--- config.mk ---
export PLATFORM = sky130hd
export DESIGN_NAME = iuc_ram
export DESIGN_NICKNAME = d
export VERILOG_FILES = /design/src/rtl/core/iuc_ram.sv
export SDC_FILE = /design/constraint.sdc
export NUM_CORES = 1
export LEC_CHECK = 0
export ABC_AREA = 1
export BUFFER_PORTS_ARGS = -buffer_cell sky130_fd_sc_hd__buf_2
export CAP_MARGIN = 0
export CORE_AREA = 2 2 101 113
export CTS_CLUSTER_SIZE = 8
export DETAILED_ROUTE_END_ITERATION = 10
export DIE_AREA = 0 0 103 115
export PLACE_DENSITY = 0.7
export SYNTH_ARGS = -nofsm -noshare
export SYNTH_HDL_FRONTEND = slang
export SYNTH_SLANG_ARGS = --single-unit
--- constraint.sdc ---
create_clock -name clk -period 1.2 [get_ports clk]
set_clock_uncertainty 0.1 [all_clocks]
set_input_delay 0 -clock clk [delete_from_list [all_inputs] [get_ports clk]]
set_output_delay 0 -clock clk [all_outputs]
set_load 0.1 [all_outputs]
--- src/rtl/core/iuc_ram.sv ---
`timescale 1ns / 1ps
// ----------------------------------------------------------------------------
// iuc_ram
// Generic single-write, single-read RAM with registered read data.
// ----------------------------------------------------------------------------
module iuc_ram #(
  parameter int WIDTH = 8,
  parameter int DEPTH = 16
) (
  input  logic                     clk,
  input  logic                     we,
  input  logic [$clog2(DEPTH)-1:0] waddr,
  input  logic [WIDTH-1:0]         wdata,
  input  logic [$clog2(DEPTH)-1:0] raddr,
  output logic [WIDTH-1:0]         rdata
);
  logic [WIDTH-1:0] mem [DEPTH];

  always_ff @(posedge clk) begin
    if (we) mem[waddr] <= wdata;
    rdata <= mem[raddr];
  end
endmodule

==> Word-level counts from Yosys, hierarchy flattened <==
Memories as Yosys holds them, arrays and structs flattened. A register that Yosys moved wholly into a read port is not among the register bits.
Index checks and enable logic that the tools add are counted.
{ "op_classes": {"n_mux": 2} }
{ "op_table": {"columns": ["operator", "count"], "rows": [
  ["two-way mux 1 bit", 2]
]} }
{ "word_totals": {"inputBits": 18, "n_memories": 1, "output_inout_bits": 8, "ram_bits": 128, "wordCells": 3, "reg_bits": 0} }
{ "mem_list": {"columns": ["memory", "depth", "word_bits", "read_ports", "rd_ports_with_merged_regs", "write_ports", "line", "source"], "rows": [
  ["mem", 16, 8, 1, 1, 1, "17", "logic [WIDTH-1:0] mem [DEPTH];"]
]} }

==> Longest topological paths before layout <==
Gate-level depths: netlist of the first run.
{ "logic_depth": {"word_depth": 2, "ltp_mapped": 8, "depth_no_buf": 7} }

==> Worst setup path before layout of the first run <==
Ideal clock, no wire load.
{ "synth_timing": {"kind": "input -> register", "startpoint": "input port waddr[2]", "endpoint": "memory mem[10][0], enable pin", "t_arrival_ns": 0.581, "n_path_buf": 0, "slack_ns": 0.149, "setup_time_ns": 0.370, "cell_stages": 2, "required_time_ns": 0.730, "path_cell_list": "nand3b_1 nor2_1"} }
{ "synth_lines": {"columns": ["element", "line", "source"], "rows": [
  ["from (decl)", "12", "input logic [$clog2(DEPTH)-1:0] waddr,"],
  ["to (decl)", "17", null]
]} }
Straight into the memory's write port.

==> results.ini, run 1 <==
[synth]
netlist_instances = 551
synth-async-reset-ratio_pct = 0
yosysSeqAreaShare_pct = 69.4
synth_edf_count = 128
synth_top_cell_area_share_pct = 66.7
ys_top_cells_by_area = edfxtp_1 (67%), nand2_1 (11%), nand3_1 (8.4%), inv_1 (6.5%), dfxtp_1 (2.8%)
synthFlopType = edfxtp_1
synth_area_per_cell_um2 = 10.5
synth_area_mm2 = 0.00577
yosysWarnings = 0
synthTopCellsByCount = nand2_1 (173), edfxtp_1 (128), inv_1 (100)
synth_most_common_cell = nand2_1
ys_ff_latch = 136
synthDistinctLibCells = 12
syn-num-nets = 569
yosys.area.top_type = edfxtp_1

[sta]
hold_viol_final = 0
rsz0062_at_grt = no
fin_crit_sh_pct = 95.4
max_freq_ghz = 0.873
min_period_ps = 1150
drv_slew = 0
worst_pin_slew_ps = 382
finalSetupViolCount = 0
fin_setup_tns_ps = 0
worst_slew_margin_rel_pct = 74.5

[critical_path]
r2r-start = mem[7][1]
reg2reg_to = rdata[1]
worst-path-buf-inv = 1
max_stage_delay_ps = 360
critPathCapture = rdata[1]
slowest_stage = edfxtp_1
critPathLaunchType = register
critPathKind = register to register
ff2ff_path_depth = 6
cp.depth = 6
startpoint = mem[7][1]
ff2ff_setup_slack_ps = 50
critPathTopFamily = simple AND/OR/NAND/NOR gates
arrival_ps = 1340
path_cells = inv_1, nand2_1, nand3_1, nand3_1, nand3_2, nand2_1
crit_path_max_fanout = 1
cp.required_ps = 1400
end_kind = register

[floorplan]
row_count = 40
die_area_mm2 = 0.0118
die_y_um = 115
io_pins = 26
coreArea_mm2 = 0.0107
die_w_um = 103
initial_utilization_pct = 53.8

[layout]
utilization_pct = 64.3
drive_gt1_share_pct = 13.4
multi_input_area_mm2 = 0.00122
fill_cells = 830
layout.nets = 623
seq_area_mm2 = 0.00400
antenna_cells = 0
area_growth_pct = 19.5

[clock_tree]
cts_made_buffers = 17
clk_latency_ps = 410
cts_tree = yes
cts.sinks = 136
htree_levels = 4
path_clk_slew_ps = 50
root_buffer = clkbuf_16
clockBufferDepth = 2

[power_and_ir_drop]
p_leak_nw = 3.01
peakVddDrop_uv = 914
power_density_mw_per_mm2 = 1650
power.total_mw = 11.4

[routing]
viasPerCell = 5.18
num_vias = 3963
post-route-drc-count = 0
totalWireLength_um = 12900
drt-pass1-iter-count = 5
initialDrtViolationCount = 355
wl_per_cell_um = 16.8
antenna_left = 0

[worst_hold_path]
hold_class = input pin to register

[placement]
gp_congestion = 0.786
place_hpwl_um = 7650
portBuffers = 25

[global_route]
grt_pass1_wl_um = 20200
grt_max_degree = 65
antenna_found_initial = 0
first_global_vias = 3801
grt.overflow.total = 0
grt.total_usage_pct = 23.8

[run_status]
outcome = finished clean

[flow_run]
max-cap-violations = 0

[cells in the final DEF, fill, tap and decap left out]
master         count
clkbuf_16         17
nand3b_1           2
clkinv_4           2
nand3_1           95
buf_2             17
inv_2              2
bufinv_16          3
nor2_1            17
nand2_1          173
buf_12             7
edfxtp_1         128
dlygate4sd3_1      9
nand3_2            2
clkinvlp_4         3
dfxtp_1            8
clkinv_2           4
clkinv_1           2
inv_1            100
clkbuf_1           1
buf_4             26
[where the power goes]
group          switching (mW)  total, mW  internal [mW]
registers              0.0376       5.35           5.31
clock network            1.86       5.09           3.23
logic                   0.684      0.958          0.274
total                    2.58       11.4           8.82
[sequential cells by signal, summed over array words and instances (netlist names)]
| signal | count |
|---|---|
| rdata | 8 |
| mem | 128 |
[worst min-delay path: stages]
cell and delay, ps:
buf_2 80, inv_1 60, buf_12 150, nand3_1 80
nand3_1 70, nand2_1 60
[routing by layer]
layer  wire length, um  global-route usage [%]
met1              5410                    32.6
met4               374                    9.91
met3               862                    5.23
met5                 0                       0
met2              6200                    36.9
[worst min path at each step]
| stage | from | endpoint | slack, ps | cells after the start |
|---|---|---|---|---|
| 3_3_place_gp | raddr[3] | rdata[5] | 260 | 3 |
| 5_1_grt | raddr[2] | rdata[7] | 50 | 6 |
| 2_1_floorplan | wdata[0] | mem[0][0] | -1 | 0 |
| 3_5_place_dp | raddr[3] | rdata[5] | 270 | 3 |
| 6_report | raddr[2] | rdata[7] | 20 | 6 |
| 4_1_cts | raddr[2] | rdata[7] | 6 | 6 |
[per-stage QoR]
| stage | hold slack [ps] | instances | area [um2] | setup slack (ps) |
|---|---|---|---|---|
| finish | 15.7 | 765 | 6890 | 54.7 |
| global route | 47.3 | 765 | 6890 | 5.36 |
| CTS | 5.55 | 765 | 6880 | 29.1 |
| detailed placement | 268 | 724 | 6190 | -41.7 |
| global placement | 262 | 724 | 6190 | 10.2 |
| floorplan | -1.13 | 551 | 5770 | 149 |
[cells by family after synthesis]
group	count (synthesis)	synth area share [%]
buf+inv	126	9.52
flops	136	69.4
simple gates	289	21.0
[repair_timing]
| item | in CTS | in global routing |
|---|---|---|
| hold endpoints to repair | 136 | 0 |
| resized for setup | 6 | 2 |
| hold buffers | 9 | 0 |
| endpoints found under the setup margin | 6 | 2 |
| buffers inserted | 0 | 0 |
[area by class of cell]
| class | instances | share of cell area (%) |
|---|---|---|
| well taps | 147 | 2.67 |
| repair buffers | 59 | 7.41 |
| clock inverters | 14 | 2.29 |
| inverters | 102 | 5.56 |
| flip-flops and latches | 136 | 58.1 |
| clock buffers | 18 | 6.23 |
| multi-input cells | 289 | 17.8 |
(Power assumes the default switching activity.)
==> run 2: changes to the inputs <==
Settings changed: CORE_AREA 2 2 101 113 to 2 2 148 165, DIE_AREA 0 0 103 115 to 0 0 150 167, PLACE_DENSITY 0.7 to 0.38.
==> results.ini, run 2 (synthesis gave the netlist of run 1 again) <==
[sta]
hold_viol_final = 0
finalSetupViolCount = 0
drv_slew = 0
fin_crit_sh_pct = 94.4
rsz0062_at_grt = no
worst_pin_slew_ps = 426
min_period_ps = 1130
fin_ws_ps = 67.0
max_freq_ghz = 0.883
worst_slew_margin_rel_pct = 71.6

[global_route]
grt.overflow.total = 0
grt_max_degree = 65
first_global_vias = 3769
grt_pass1_wl_um = 23500
antenna_found_initial = 0
grt.total_usage_pct = 13.0

[power_and_ir_drop]
peakVddDrop_uv = 881
power.total_mw = 11.4
p_leak_nw = 3.04
power_density_mw_per_mm2 = 1590

[floorplan]
initial_utilization_pct = 24.7
io_pins = 26
die_y_um = 167
die_w_um = 150
coreArea_mm2 = 0.0233
die_area_mm2 = 0.0251
row_count = 59

[run_status]
outcome = finished clean

[critical_path]
worst_path_most_repeated_cell = nand3_1
critPathLaunchType = register
arrival_ps = 1340
critPathKind = register to register
max_stage_delay_ps = 360
end_kind = register
cp.required_ps = 1410
path_cells = inv_1, nand2_1, nand3_1, nand3_1, nand3_1, nand2_1
crit_path_max_fanout = 1
slowest_stage = edfxtp_1

[clock_tree]
htree_levels = 4
root_buffer = clkbuf_16
clockBufferDepth = 2
clk_latency_ps = 420
path_clk_slew_ps = 50
cts.sinks = 136
cts_tree = yes
cts_made_buffers = 17

[placement]
place_hpwl_um = 9840
gp_congestion = 0.769
portBuffers = 25
post_dp_cell_area_mm2 = 0.00649
dp_slack_ps = -105

[layout]
utilization_pct = 30.8
reg.largest.list = mem (128), rdata (8)
area_growth_pct = 24.5
antenna_cells = 0
largest_reg_flops = 128
layout.nets = 626
final_cell_area_mm2 = 0.00718
final_cell_mix = nand2_1 (173), edfxtp_1 (128), inv_1 (100), nand3_1 (95), buf_4 (23)
top_register = mem
final_common_cell = nand2_1
drive_gt1_share_pct = 13.5

[routing]
top_layer_used = met4
viasPerCell = 4.11
num_vias = 3804
drt-pass1-iter-count = 4
antenna_left = 0
initialDrtViolationCount = 280
totalWireLength_um = 15400
met2_wirelength_um = 7440
post-route-drc-count = 0
wl_met3_um = 624
wl_met1_um = 6930
wl_per_cell_um = 16.7

[flow_run]
max-cap-violations = 0

[worst_hold_path]
hold_class = input pin to register

[run 2: changes by cell type in the layout (fill, tap and decap cells not counted), sizes merged]
cell / before / now
clkbuf: 18 / 30
clkinv: 8 / 1
buf: 50 / 53
clkinvlp: 3 / 0
bufinv: 3 / 1
[run 2: per-layer routing]
metal / up-vias / global-route usage [%]
li1: 1885 / -
met1: 1825 / 16.7
met2: 69 / 20.8
met3: 25 / 2.88
met4: 0 / 6.19
met5: - / 0
[run 2: timing repair]
| item | 4_1_cts | 5_1_grt |
|---|---|---|
| endpoints found under the setup margin | 4 | 2 |
| hold buffers | 9 | 0 |
| buffers inserted | 0 | 0 |
| hold endpoints to repair | 134 | 0 |
| pin swaps | 0 | 0 |
| resized for setup | 4 | 2 |
[run 2: report_power, final]
group	leakage, nW	switching [mW]	internal (mW)
Combinational	1.54	0.692	0.310
Clock	0.285	1.83	3.24
Sequential	1.22	0.0474	5.31
[run 2: cell type report]
type / instances / area (um2)
Clock inverter: 2 / 35.0
Fill cell: 2417 / 16100
Clock buffer: 30 / 544
Multi-Input combinational cell: 289 / 1220
Tap cell: 305 / 382
Timing Repair Buffer: 62 / 608
Sequential cell: 136 / 4010
Inverter: 102 / 383
[run 2: through the flow]
step / hold slack, ps / std cells / TNS [ps]
2_1_floorplan: -1.13 / 551 / 0
3_3_place_gp: 257 / 885 / -128
3_5_place_dp: 241 / 885 / -113
4_1_cts: 32.4 / 926 / 0
5_1_grt: 102 / 926 / 0
6_report: 38.8 / 926 / 0
[run 2: critical path: cells and delay by family (launching register included)]
| family | cells | cell delay [ps] |
|---|---|---|
| buffers and inverters | 1 | 70 |
| DFF | 1 | 360 |
| and+or+nand+nor | 5 | 500 |
[run 2: worst paths after layout]
check	slack, ps	depth (start not counted)	from	to
max reg2reg	70	6	mem[1][3]	rdata[3]
min reg2reg	570	6	mem[11][3]	rdata[3]
max	70	6	mem[1][3]	rdata[3]
min	40	6	raddr[2]	rdata[3]
==> run 3: changes to the inputs <==
Settings changed: REMOVE_ABC_BUFFERS set to 1.
Clock period 1.2 ns to 1.45 ns, I/O delays scaled along.
==> results.ini, run 3 (synthesis gave the netlist of run 1 again) <==
[run_status]
outcome = finished clean

[routing]
antenna_left = 0
drt-pass1-iter-count = 4
viasPerCell = 4.09
post-route-drc-count = 0
num_vias = 3773
totalWireLength_um = 14800
wl_per_cell_um = 16.0
initialDrtViolationCount = 234

[worst_hold_path]
hold_class = input pin to register
min-delay-start = raddr[2]

[floorplan]
coreArea_mm2 = 0.0233
die_y_um = 167
die_area_mm2 = 0.0251
row_count = 59
initial_utilization_pct = 24.7
die_w_um = 150
io_pins = 26

[sta]
max_freq_ghz = 0.738
hold_viol_final = 0
fin_setup_tns_ps = 0
drv_slew = 0
finalSetupViolCount = 0
worst_slew_margin_rel_pct = 67.1
min_period_ps = 1350
fin_crit_sh_pct = 93.4
rsz0062_at_grt = no
worst_pin_slew_ps = 497

[layout]
final_cell_mix = nand2_1 (173), edfxtp_1 (128), inv_1 (100), nand3_1 (97), buf_2 (25)
layout.nets = 623
final_cell_area_mm2 = 0.00702
top_register = mem
final_common_cell = nand2_1
drive_gt1_share_pct = 13.4
antenna_cells = 0
reg.largest.list = mem (128), rdata (8)
area_growth_pct = 21.7
largest_reg_flops = 128

[clock_tree]
htree_levels = 4
holdBufCountCts = 9
cts_made_buffers = 17
postCtsSetupRepairBufs = 0
clk_latency_ps = 410
cts.sinks = 136
root_buffer = clkbuf_16
clockBufferDepth = 2
post_cts_resize_count = 0
path_clk_slew_ps = 60
cts_tree = yes

[critical_path]
critPathTopFamily = buffers and inverters
arrival_ps = 1250
startpoint = rdata[0]
worst-path-buf-inv = 1
max_stage_delay_ps = 460
critPathLaunchType = register
cp.required_ps = 1350
r2r-start = mem[1][1]
slowest_stage = buf_2
crit_path_max_fanout = 1
critPathKind = register to primary output
path_cells = buf_2
end_kind = primary output

[power_and_ir_drop]
peakVddDrop_uv = 574
p_sw_share_pct = 23.6
p_leak_nw = 2.98
clkPwrFrac_pct = 44.4
p_comb_share_pct = 8.3
p_int_mw = 7.15
power_density_mw_per_mm2 = 1330
switching_power_mw = 2.20
seqPwrFrac_pct = 47.3

[global_route]
grt.overflow.total = 0
grt_max_degree = 65
antenna_found_initial = 1
first_global_vias = 3853
grt.total_usage_pct = 12.5
grt_pass1_wl_um = 22700

[placement]
post_dp_cell_area_mm2 = 0.00636
gp_congestion = 0.721
place_hpwl_um = 9470
portBuffers = 25

[flow_run]
max-cap-violations = 0

run 3: power by group through the flow:
stage / logic (mW) / clock network [mW] / registers, mW
after floorplan: 0.237 / 0 / 4.68
after global placement: 0.773 / 0 / 4.50
after detailed placement: 0.777 / 0 / 4.51
after CTS: 0.797 / 4.26 / 4.42
after global routing: 0.853 / 4.40 / 4.43
final: 0.775 / 4.15 / 4.42
run 3: through the flow:
stage                     cells  power, mW  worst slack [ps]  hold slack (ps)  util [%]
after global placement      882       5.28               193              259      27.3
after global routing        923       9.69              75.1             47.5      30.1
after floorplan             527       4.92               370            -1.13         -
final                       923       9.35              95.4             24.9      30.1
after CTS                   923       9.48              93.1             16.6      30.1
after detailed placement    882       5.28               208              255      27.3
run 3: final timing paths:
check,depth (start not counted),slack [ps],endpoint
worst min register to register,6,560,rdata[3]
worst max-delay path,1,100,rdata[0]
worst min-delay path,6,20,rdata[6]
worst max register to register,6,270,rdata[1]
run 3: area by class of cell:
type	count	area (um2)
flip-flops and latches	136	4000
repair buffers	59	465
clock buffers	19	443
clock inverters	13	130
well taps	305	382
fillers	2479	16300
multi-input cells	289	1210
inverters	102	383
run 3: layer usage:
layer	GRT usage, %	routed length, um
met1	16.9	7160
met2	20.0	6900
met3	2.71	495
met4	4.06	214
met5	0	0
